File: src/rtl/core/mrfs_pkg.sv
// Package with the payload types, configuration types and codes of the motor fault supervisor.
`timescale 1ns / 1ps

package mrfs_pkg;

	// Configuration register indexes.
	localparam int CfgIdxWidth = 2;
	localparam logic [CfgIdxWidth-1:0] CFG_SENSOR_THRESHOLD = 2'd0;
	localparam logic [CfgIdxWidth-1:0] CFG_REQUIRED_MASK    = 2'd1;
	localparam logic [CfgIdxWidth-1:0] CFG_UV_PROTECT       = 2'd2;
	localparam logic [CfgIdxWidth-1:0] CFG_STATS_ENABLE     = 2'd3;
	localparam int CfgDataWidth = 16;

	// Reset values of the configuration registers.
	localparam logic [7:0]  SENSOR_THRESHOLD_RST = 8'd3;
	localparam logic [15:0] REQUIRED_MASK_RST    = 16'd127;

	// System mode codes.
	localparam logic [1:0] MODE_INIT    = 2'd0;
	localparam logic [1:0] MODE_RUNNING = 2'd1;
	localparam logic [1:0] MODE_FAULT   = 2'd2;

	// Link mode codes.
	localparam logic [1:0] LINK_IDLE   = 2'd0;
	localparam logic [1:0] LINK_ACTIVE = 2'd1;
	localparam logic [1:0] LINK_ERROR  = 2'd2;

	// Init verdict codes.
	localparam logic [1:0] VERDICT_NONE   = 2'd0;
	localparam logic [1:0] VERDICT_OK     = 2'd1;
	localparam logic [1:0] VERDICT_FAILED = 2'd2;

	// Fault codes.
	localparam logic [2:0] CODE_NONE         = 3'd0;
	localparam logic [2:0] CODE_ADC          = 3'd1;
	localparam logic [2:0] CODE_ENCODER      = 3'd2;
	localparam logic [2:0] CODE_UNDERVOLTAGE = 3'd3;
	localparam logic [2:0] CODE_PARAM        = 3'd4;
	localparam logic [2:0] CODE_FRAME        = 3'd5;
	localparam logic [2:0] CODE_INIT         = 3'd6;

	// Command outcome codes; any other value counts as a command error.
	localparam logic [1:0] OUTCOME_OK        = 2'd0;
	localparam logic [1:0] OUTCOME_PARAM_ERR = 2'd1;

	typedef struct packed {
		logic [15:0] check_pass_bits;
		logic [15:0] check_fail_bits;
		logic        sensor_updated;
		logic        adc_ok;
		logic        encoder_ok;
		logic        loop_skipped;
		logic        undervoltage;
		logic        evaluate_checks;
		logic        cmd_done;
		logic [1:0]  cmd_outcome;
		logic        frame_error;
	} in_item_t;

	typedef struct packed {
		logic [1:0]  system_mode;
		logic [1:0]  link_mode;
		logic [1:0]  init_verdict;
		logic [2:0]  fault_code;
		logic [15:0] missing_bits;
		logic [7:0]  sensor_bad_run;
		logic [15:0] skip_total;
		logic [15:0] param_error_total;
		logic [15:0] protocol_error_total;
		logic        last_cmd_ok;
	} out_item_t;

	typedef struct packed {
		logic [7:0]  sensor_fault_threshold;
		logic [15:0] required_check_mask;
		logic        undervoltage_protect_enable;
		logic        stats_enable;
	} cfg_t;

endpackage

File: src/rtl/core/mrfs_cfg_regs.sv
// Configuration register file of the motor fault supervisor.
`timescale 1ns / 1ps

module mrfs_cfg_regs import mrfs_pkg::*; (
	input  logic                   clk,
	input  logic                   arst_n,
	input  logic                   cfg_valid,
	output logic                   cfg_ready,
	input  logic [CfgIdxWidth-1:0] cfg_index,
	input  logic [CfgDataWidth-1:0] cfg_data,
	output cfg_t                   cfg
);

	cfg_t cfg_q;

	// The register file always takes a write beat.
	assign cfg_ready = 1'b1;
	assign cfg      = cfg_q;

	// Register writes, decoded by index.
	always_ff @(posedge clk or negedge arst_n) begin
		if (!arst_n) begin
			cfg_q.sensor_fault_threshold      <= SENSOR_THRESHOLD_RST;
			cfg_q.required_check_mask         <= REQUIRED_MASK_RST;
			cfg_q.undervoltage_protect_enable <= 1'b1;
			cfg_q.stats_enable                <= 1'b1;
		end else if (cfg_valid) begin
			unique case (cfg_index)
				CFG_SENSOR_THRESHOLD: cfg_q.sensor_fault_threshold <= cfg_data[7:0];
				CFG_REQUIRED_MASK:    cfg_q.required_check_mask <= cfg_data;
				CFG_UV_PROTECT:       cfg_q.undervoltage_protect_enable <= cfg_data[0];
				CFG_STATS_ENABLE:     cfg_q.stats_enable <= cfg_data[0];
			endcase
		end
	end

endmodule

File: src/rtl/core/mrfs_in_stage.sv
// Input register stage of the motor fault supervisor.
`timescale 1ns / 1ps

module mrfs_in_stage import mrfs_pkg::*; (
	input  logic     clk,
	input  logic     arst_n,
	input  logic     in_valid,
	output logic     in_stall,
	input  in_item_t in_data,
	input  logic     advance,
	output logic     valid_s1,
	output in_item_t item_s1
);

	logic accept;

	// The stage takes a new beat when it is empty or drains in this cycle.
	assign in_stall = valid_s1 && !advance;
	assign accept   = in_valid && !in_stall;

	// Occupancy of the stage.
	always_ff @(posedge clk or negedge arst_n) begin
		if (!arst_n) begin
			valid_s1 <= 1'b0;
		end else if (accept) begin
			valid_s1 <= 1'b1;
		end else if (advance) begin
			valid_s1 <= 1'b0;
		end
	end

	// Payload register.
	always_ff @(posedge clk) begin
		if (accept) begin
			item_s1 <= in_data;
		end
	end

endmodule

File: src/rtl/core/mrfs_state.sv
// Supervisor state registers and their single-pass update logic.
`timescale 1ns / 1ps

module mrfs_state import mrfs_pkg::*; (
	input  logic      clk,
	input  logic      arst_n,
	input  logic      advance,
	input  in_item_t  item_s1,
	input  cfg_t      cfg,
	output out_item_t result
);

	logic [1:0]  system_mode_q;
	logic [1:0]  link_mode_q;
	logic [1:0]  init_verdict_q;
	logic [2:0]  fault_code_q;
	logic [15:0] checks_seen_q;
	logic [15:0] checks_failed_q;
	logic [7:0]  sensor_bad_q;
	logic [15:0] skip_q;
	logic [15:0] param_err_q;
	logic [15:0] proto_err_q;
	logic        cmd_ok_q;

	logic [1:0]  system_mode_d;
	logic [1:0]  link_mode_d;
	logic [1:0]  init_verdict_d;
	logic [2:0]  fault_code_d;
	logic [15:0] checks_seen_d;
	logic [15:0] checks_failed_d;
	logic [7:0]  sensor_bad_d;
	logic [15:0] skip_d;
	logic [15:0] param_err_d;
	logic [15:0] proto_err_d;
	logic        cmd_ok_d;

	logic        sensor_bad;
	logic        uv_trip;
	logic [1:0]  skip_events;
	logic [15:0] missing;
	logic        param_bump;
	logic        proto_cmd_bump;
	logic        proto_frame_bump;

	// Next state for one item: sensor, undervoltage and init checks, then command result, frame error and statistics.
	always_comb begin
		checks_seen_d   = checks_seen_q | item_s1.check_pass_bits | item_s1.check_fail_bits;
		checks_failed_d = checks_failed_q | item_s1.check_fail_bits;
		missing         = cfg.required_check_mask & ~checks_seen_d;

		system_mode_d  = system_mode_q;
		link_mode_d    = link_mode_q;
		init_verdict_d = init_verdict_q;
		fault_code_d   = fault_code_q;
		sensor_bad_d   = sensor_bad_q;
		cmd_ok_d       = cmd_ok_q;

		sensor_bad = item_s1.sensor_updated && !(item_s1.adc_ok && item_s1.encoder_ok);
		uv_trip    = item_s1.undervoltage && cfg.undervoltage_protect_enable;

		// Sensor validity: a good sample clears the run, a bad one extends it.
		if (item_s1.sensor_updated) begin
			if (!sensor_bad) begin
				sensor_bad_d = '0;
				if (system_mode_q != MODE_FAULT) begin
					fault_code_d = CODE_NONE;
				end
			end else begin
				if (sensor_bad_q != 8'hFF) begin
					sensor_bad_d = sensor_bad_q + 8'd1;
				end
				fault_code_d = item_s1.adc_ok ? CODE_ENCODER : CODE_ADC;
				if (sensor_bad_d >= cfg.sensor_fault_threshold) begin
					system_mode_d = MODE_FAULT;
				end
			end
		end

		// Undervoltage protection.
		if (uv_trip) begin
			system_mode_d = MODE_FAULT;
			fault_code_d  = CODE_UNDERVOLTAGE;
		end

		// Evaluation of the collected init checks.
		if (item_s1.evaluate_checks) begin
			if (checks_seen_d == '0) begin
				init_verdict_d = VERDICT_NONE;
				system_mode_d  = MODE_FAULT;
				fault_code_d   = CODE_INIT;
			end else if (checks_failed_d == '0 && missing == '0) begin
				init_verdict_d = VERDICT_OK;
				system_mode_d  = MODE_RUNNING;
				fault_code_d   = CODE_NONE;
			end else begin
				init_verdict_d = VERDICT_FAILED;
				system_mode_d  = MODE_FAULT;
				fault_code_d   = CODE_INIT;
			end
		end

		// Command result.
		param_bump     = 1'b0;
		proto_cmd_bump = 1'b0;
		if (item_s1.cmd_done) begin
			if (item_s1.cmd_outcome == OUTCOME_OK) begin
				cmd_ok_d    = 1'b1;
				link_mode_d = LINK_ACTIVE;
			end else begin
				cmd_ok_d    = 1'b0;
				link_mode_d = LINK_ERROR;
				if (item_s1.cmd_outcome == OUTCOME_PARAM_ERR) begin
					param_bump   = 1'b1;
					fault_code_d = CODE_PARAM;
				end else begin
					proto_cmd_bump = 1'b1;
					fault_code_d   = CODE_FRAME;
				end
			end
		end

		// Frame error.
		proto_frame_bump = item_s1.frame_error;
		if (item_s1.frame_error) begin
			fault_code_d = CODE_FRAME;
		end

		// Statistics counters wrap and hold while statistics are off.
		skip_events = {1'b0, sensor_bad} + {1'b0, item_s1.loop_skipped} + {1'b0, uv_trip};
		skip_d      = skip_q;
		param_err_d = param_err_q;
		proto_err_d = proto_err_q;
		if (cfg.stats_enable) begin
			skip_d      = skip_q + {14'd0, skip_events};
			param_err_d = param_err_q + {15'd0, param_bump};
			proto_err_d = proto_err_q + {15'd0, proto_cmd_bump}
				+ {15'd0, proto_frame_bump};
		end
	end

	// The result shows the state after the item.
	always_comb begin
		result.system_mode          = system_mode_d;
		result.link_mode            = link_mode_d;
		result.init_verdict         = init_verdict_d;
		result.fault_code           = fault_code_d;
		result.missing_bits         = missing;
		result.sensor_bad_run       = sensor_bad_d;
		result.skip_total           = skip_d;
		result.param_error_total    = param_err_d;
		result.protocol_error_total = proto_err_d;
		result.last_cmd_ok          = cmd_ok_d;
	end

	// State registers advance once per item.
	always_ff @(posedge clk or negedge arst_n) begin
		if (!arst_n) begin
			system_mode_q   <= MODE_INIT;
			link_mode_q     <= LINK_IDLE;
			init_verdict_q  <= VERDICT_NONE;
			fault_code_q    <= CODE_NONE;
			checks_seen_q   <= '0;
			checks_failed_q <= '0;
			sensor_bad_q    <= '0;
			skip_q          <= '0;
			param_err_q     <= '0;
			proto_err_q     <= '0;
			cmd_ok_q        <= 1'b0;
		end else if (advance) begin
			system_mode_q   <= system_mode_d;
			link_mode_q     <= link_mode_d;
			init_verdict_q  <= init_verdict_d;
			fault_code_q    <= fault_code_d;
			checks_seen_q   <= checks_seen_d;
			checks_failed_q <= checks_failed_d;
			sensor_bad_q    <= sensor_bad_d;
			skip_q          <= skip_d;
			param_err_q     <= param_err_d;
			proto_err_q     <= proto_err_d;
			cmd_ok_q        <= cmd_ok_d;
		end
	end

endmodule

File: src/rtl/core/mrfs_out_stage.sv
// Result register stage of the motor fault supervisor.
`timescale 1ns / 1ps

module mrfs_out_stage import mrfs_pkg::*; (
	input  logic      clk,
	input  logic      arst_n,
	input  logic      advance,
	input  out_item_t result,
	output logic      out_valid,
	input  logic      out_stall,
	output out_item_t out_data,
	output logic      ready
);

	logic      out_valid_q;
	out_item_t out_data_q;

	// The register takes a result when it is empty or its beat leaves now.
	assign ready     = !out_valid_q || !out_stall;
	assign out_valid = out_valid_q;
	assign out_data  = out_data_q;

	// Occupancy of the result register.
	always_ff @(posedge clk or negedge arst_n) begin
		if (!arst_n) begin
			out_valid_q <= 1'b0;
		end else if (advance) begin
			out_valid_q <= 1'b1;
		end else if (!out_stall) begin
			out_valid_q <= 1'b0;
		end
	end

	// Result payload.
	always_ff @(posedge clk) begin
		if (advance) begin
			out_data_q <= result;
		end
	end

endmodule

File: src/rtl/core/motor_runtime_fault_supervisor_core.sv
// Top level of the motor run-state fault supervisor.
`timescale 1ns / 1ps

// The supervisor takes one status beat per clock while no stalled result holds it, and returns one
// result beat per input beat, holding the system, link and init state after that beat together with
// the fault code, the missing init checks and the statistics counters. A beat is registered in the
// input stage, passes the state update logic and is registered in the result register and the
// state registers at once; the sustained rate is one beat per cycle while out_stall is low, and
// the state register update, on which every beat depends, sets that rate. A stalled result holds the
// input stage, which in turn raises in_stall. Configuration writes are taken at any time with
// cfg_ready high and belong only in idle periods.
module motor_runtime_fault_supervisor_core import mrfs_pkg::*; (
	input  logic                    clk,
	input  logic                    arst_n,
	input  logic                    in_valid,
	output logic                    in_stall,
	input  in_item_t                in_data,
	output logic                    out_valid,
	input  logic                    out_stall,
	output out_item_t               out_data,
	input  logic                    cfg_valid,
	output logic                    cfg_ready,
	input  logic [CfgIdxWidth-1:0]  cfg_index,
	input  logic [CfgDataWidth-1:0] cfg_data
);

	cfg_t      cfg;
	logic      valid_s1;
	in_item_t  item_s1;
	logic      advance;
	logic      out_ready;
	out_item_t result;

	// An item moves from the input stage into the state and result registers together.
	assign advance = valid_s1 && out_ready;

	mrfs_cfg_regs u_cfg_regs (
		.clk       (clk),
		.arst_n    (arst_n),
		.cfg_valid (cfg_valid),
		.cfg_ready (cfg_ready),
		.cfg_index (cfg_index),
		.cfg_data  (cfg_data),
		.cfg       (cfg)
	);

	mrfs_in_stage u_in_stage (
		.clk      (clk),
		.arst_n   (arst_n),
		.in_valid (in_valid),
		.in_stall (in_stall),
		.in_data  (in_data),
		.advance  (advance),
		.valid_s1 (valid_s1),
		.item_s1  (item_s1)
	);

	mrfs_state u_state (
		.clk     (clk),
		.arst_n  (arst_n),
		.advance (advance),
		.item_s1 (item_s1),
		.cfg     (cfg),
		.result  (result)
	);

	mrfs_out_stage u_out_stage (
		.clk       (clk),
		.arst_n    (arst_n),
		.advance   (advance),
		.result    (result),
		.out_valid (out_valid),
		.out_stall (out_stall),
		.out_data  (out_data),
		.ready     (out_ready)
	);

endmodule

File: config.mk
export PLATFORM = sky130hd
export DESIGN_NAME = motor_runtime_fault_supervisor_core
export DESIGN_NICKNAME = d
export VERILOG_FILES = /design/src/rtl/core/mrfs_pkg.sv /design/src/rtl/core/mrfs_cfg_regs.sv /design/src/rtl/core/mrfs_in_stage.sv /design/src/rtl/core/mrfs_state.sv /design/src/rtl/core/mrfs_out_stage.sv /design/src/rtl/core/motor_runtime_fault_supervisor_core.sv
export SDC_FILE = /design/constraint.sdc
export NUM_CORES = 1
export LEC_CHECK = 0
export BUFFER_PORTS_ARGS = -buffer_cell sky130_fd_sc_hd__clkbuf_2
export CAP_MARGIN = 20
export CORE_MARGIN = 8
export CORE_UTILIZATION = 35
export CTS_CLUSTER_SIZE = 8
export DETAILED_ROUTE_END_ITERATION = 16
export GPL_TIMING_DRIVEN = 0
export PLACE_DENSITY = 0.54
export SLEW_MARGIN = 25
export SYNTH_ARGS = -nofsm -noshare
export SYNTH_HDL_FRONTEND = slang
export SYNTH_SLANG_ARGS = --single-unit
File: constraint.sdc
create_clock -name clk -period 5.77 [get_ports clk]
set_clock_uncertainty 0.15 [all_clocks]
set_input_delay 0.577 -clock clk [delete_from_list [all_inputs] [get_ports clk]]
set_output_delay 0.577 -clock clk [all_outputs]
set_load 0.005 [all_outputs]
==> metrics.txt <==
P&R area growth vs syn 23.0%; top cells by count, synth edfxtp_1 (124), dfrtp_1 (115), nand2_1 (84), nor2_1 (82), xnor2_1 (46); final setup violation count 0; grt total ovfl 0; DIE HEIGHT 189 um; port bufs 148; initial cell density of the core 0.355; Synth Cell Area 10500 sq um; Net Count, Synth 912; Slew Limit Fails 0; # diodes 0; first drt pass iteration count 4; CP required 5.85 ns; clock sinks 250; Max Cap Viol 0; vias per cell 4.75; DRC viols 0; Peak VDD IR 0.000234 V; worst hold endpoint u_in_stage.item_s1[27]; number of synthesized flops with an enable pin 124; post-DP HPWL 18100 um; CTS H-tree lvls 2; Max clock buf depth 3; CTS Root Cell clkbuf_16; vias in the first global route 7022; register area 6890 sq um; initial drt markers 402; core region area 29600 sq um; top cell type by total area after synthesis edfxtp_1; Max-slew headroom 0.344; Tot GR Track Use 0.140; RSZ-0062 raised after global routing false; critical path class reg2reg; Synth Warn # 0; FFs w/ async S/R, synth 0.504; Worst-Margin Slew 0.959 ns; critical path launch point type register; fillcell total 2813; Multi-input gate area 3440 sq um; die area 35900 sq um; first-pass GRT wire length 39600 um; Vias 6831; Tmin final 3.52 ns; CP endpoint kind register; Num CTS Buffers 37; Die Wd 189 um; Detail Route Antenna Nets 0; top cells by area, synth edfxtp_1 (35%), dfrtp_1 (27%), xnor2_1 (3.8%); post-synth top area share 0.353; clock latency on the worst-skew pair 0.51 ns; Max Clk Rate 284 MHz; WL per Instance 17.4 um; total negative slack 0 ns; # IOs 150; Hold Path Depth 1; Yosys cell types 54; Final Core Density 0.437; row cnt 63; r2r endpoint u_out_stage.out_data[81]; Routed WL 25100 um; synthesized area per cell 12.7 sq um; worst reg2reg startpoint u_state.sensor_bad_q[3]; HP Start in_data[27]; Pleak 0.00540 uW; # nets final 1104; Routability Congestion 0.840; Hold Fails Final Rpt 0; final worst path period share 0.610; most instantiated library cell after synthesis edfxtp_1; clk slew on worst S/H paths 0.05 ns; sequential area share after synthesis 0.654; initial antenna violation count 0; largest net degree at the start of global routing 67; CTS tree built; Synth Flop Type edfxtp_1; Reg2Reg Setup Slack 2.25 ns; layout cell share with drive strength beyond 1 0.232; CP max FO 10; hold crit path type in2reg; status complete, no violations; Syn Inst Count 830; Yosys reg bits 250; Critical Path AT 3.60 ns; PD cells 369 nW/um^2; R2R depth 11
## registers in the layout, summed over array words and instances, names as in the netlist
register,cells
u_state.checks_seen_q,16
u_in_stage.valid_s1,1
u_cfg_regs.cfg,26
u_in_stage.item_s1,42
u_out_stage.out_valid,1
u_state.init_verdict_q,2
u_state.proto_err_q,16
u_state.skip_q,16
u_state.system_mode_q,2
u_state.link_mode_q,2
u_state.sensor_bad_q,8
u_state.fault_code_q,3
u_state.checks_failed_q,16
u_state.param_err_q,16
u_state.cmd_ok_q,1
u_out_stage.out_data,82
## what timing repair did
action / CTS / global route
hold endpoints to repair: 58 / 0
gates resized for setup: 0 / 0
setup buffers: 0 / 0
hold buffers: 1 / 0
## metal layers
| layer | part of all wire | wire length (um) | track usage | vias to the layer above |
|---|---|---|---|---|
| met1 | 0.47 | 11700 | 0.193 | 3262 |
| met5 | 0 | 0 | 0 | - |
| li1 | - | - | - | 3358 |
| met2 | 0.44 | 11200 | 0.214 | 171 |
| met3 | 0.062 | 1560 | 0.0335 | 40 |
| met4 | 0.026 | 645 | 0.0472 | 0 |
## cells in the final DEF, fill, tap and decap left out, types with 7 or more instances in the layout
cell type  netlist  layout
clkbuf_2         0     147
nand3_1         24      24
dfrtp_1        115     115
xor2_1          40      40
clkbuf_16        0      37
nor2_1          82      82
a21oi_1         10      10
edfxtp_1       124     124
dfstp_2         11      11
a21o_1          17      17
o21ai_0         23      23
mux2_2          28      28
nand4_1         22      22
nor4_1          15      14
inv_1           26      26
mux2i_1          7       7
nor3_1          26      26
nor4b_1         14      14
nand2_1         84      84
o21bai_1         9       9
nand2b_1         7       7
buf_1            8       7
ha_1            14      14
clkbuf_1        17      42
xnor2_1         46      46
## metrics by stage
step | hold slack [ns] | instance area [sq um] | setup slack [ns] | instances | total power [uW]
2_1_floorplan | 0.131 | 10500 | 1.48 | 830 | 2560
3_3_place_gp | 0.289 | 11800 | -0.677 | 1368 | 2810
3_5_place_dp | 0.295 | 11900 | 2.27 | 1372 | 2830
4_1_cts | 0.0765 | 12900 | 2.26 | 1438 | 4850
5_1_grt | 0.0813 | 13000 | 1.98 | 1438 | 5010
6_report | 0.101 | 13000 | 2.25 | 1438 | 4780
## worst max-delay path, cell delays in order (launching register included)
cell and delay [ns]:
dfrtp_1 0.31, clkbuf_1 0.30, and4_1 0.28, and2_1 0.23, nand3_1 0.24, xnor2_1 0.28
ha_1 0.26, nand2b_1 0.15, a2111o_1 0.41, a211oi_1 0.36, o211a_1 0.22, a21oi_1 0.06
## final cells by class
type                            count  area share
Clock buffer                       62      0.0787
Timing Repair Buffer              153      0.0660
Clock inverter                      3     0.00367
Tap cell                          390      0.0377
Buffer                             29     0.00908
Inverter                           26     0.00753
Multi-Input combinational cell    525       0.266
Sequential cell                   250       0.532
## power breakdown
group / leakage, uW / switching, uW / internal (uW) / total (uW)
Sequential: 0.00268 / 110 / 2090 / 2200
Clock: 0.000509 / 751 / 1240 / 1990
Combinational: 0.00221 / 334 / 248 / 582
## worst max-delay path by stage
stage | end | from | cells after the start | slack, ns
floorplan | u_out_stage.out_data[0] | out_stall | 4 | 1.48
finish | u_out_stage.out_data[81] | u_state.sensor_bad_q[3] | 11 | 2.25
detailed placement | u_out_stage.out_data[81] | u_state.sensor_bad_q[3] | 11 | 2.27
global placement | u_out_stage.out_data[55] | out_stall | 5 | -0.68
CTS | u_out_stage.out_data[81] | u_state.sensor_bad_q[3] | 11 | 2.26
global route | u_state.skip_q[14] | u_in_stage.item_s1[9] | 10 | 1.98
## kinds of logic (layout without fill, tap and decap cells)
family,count (synthesis),count (layout),synth area share
DFF,250,250,0.654
buffers and inverters,55,273,0.0203
adders and majority gates,17,17,0.0223
muxes,35,35,0.0366
and+or+nand+nor,297,297,0.137
AOI/OAI and AO/OA,89,89,0.0582
other,1,1,0.000356
xor gates and xnor gates,86,86,0.0715
No activity file was read; power rests on OpenSTA's default activity.
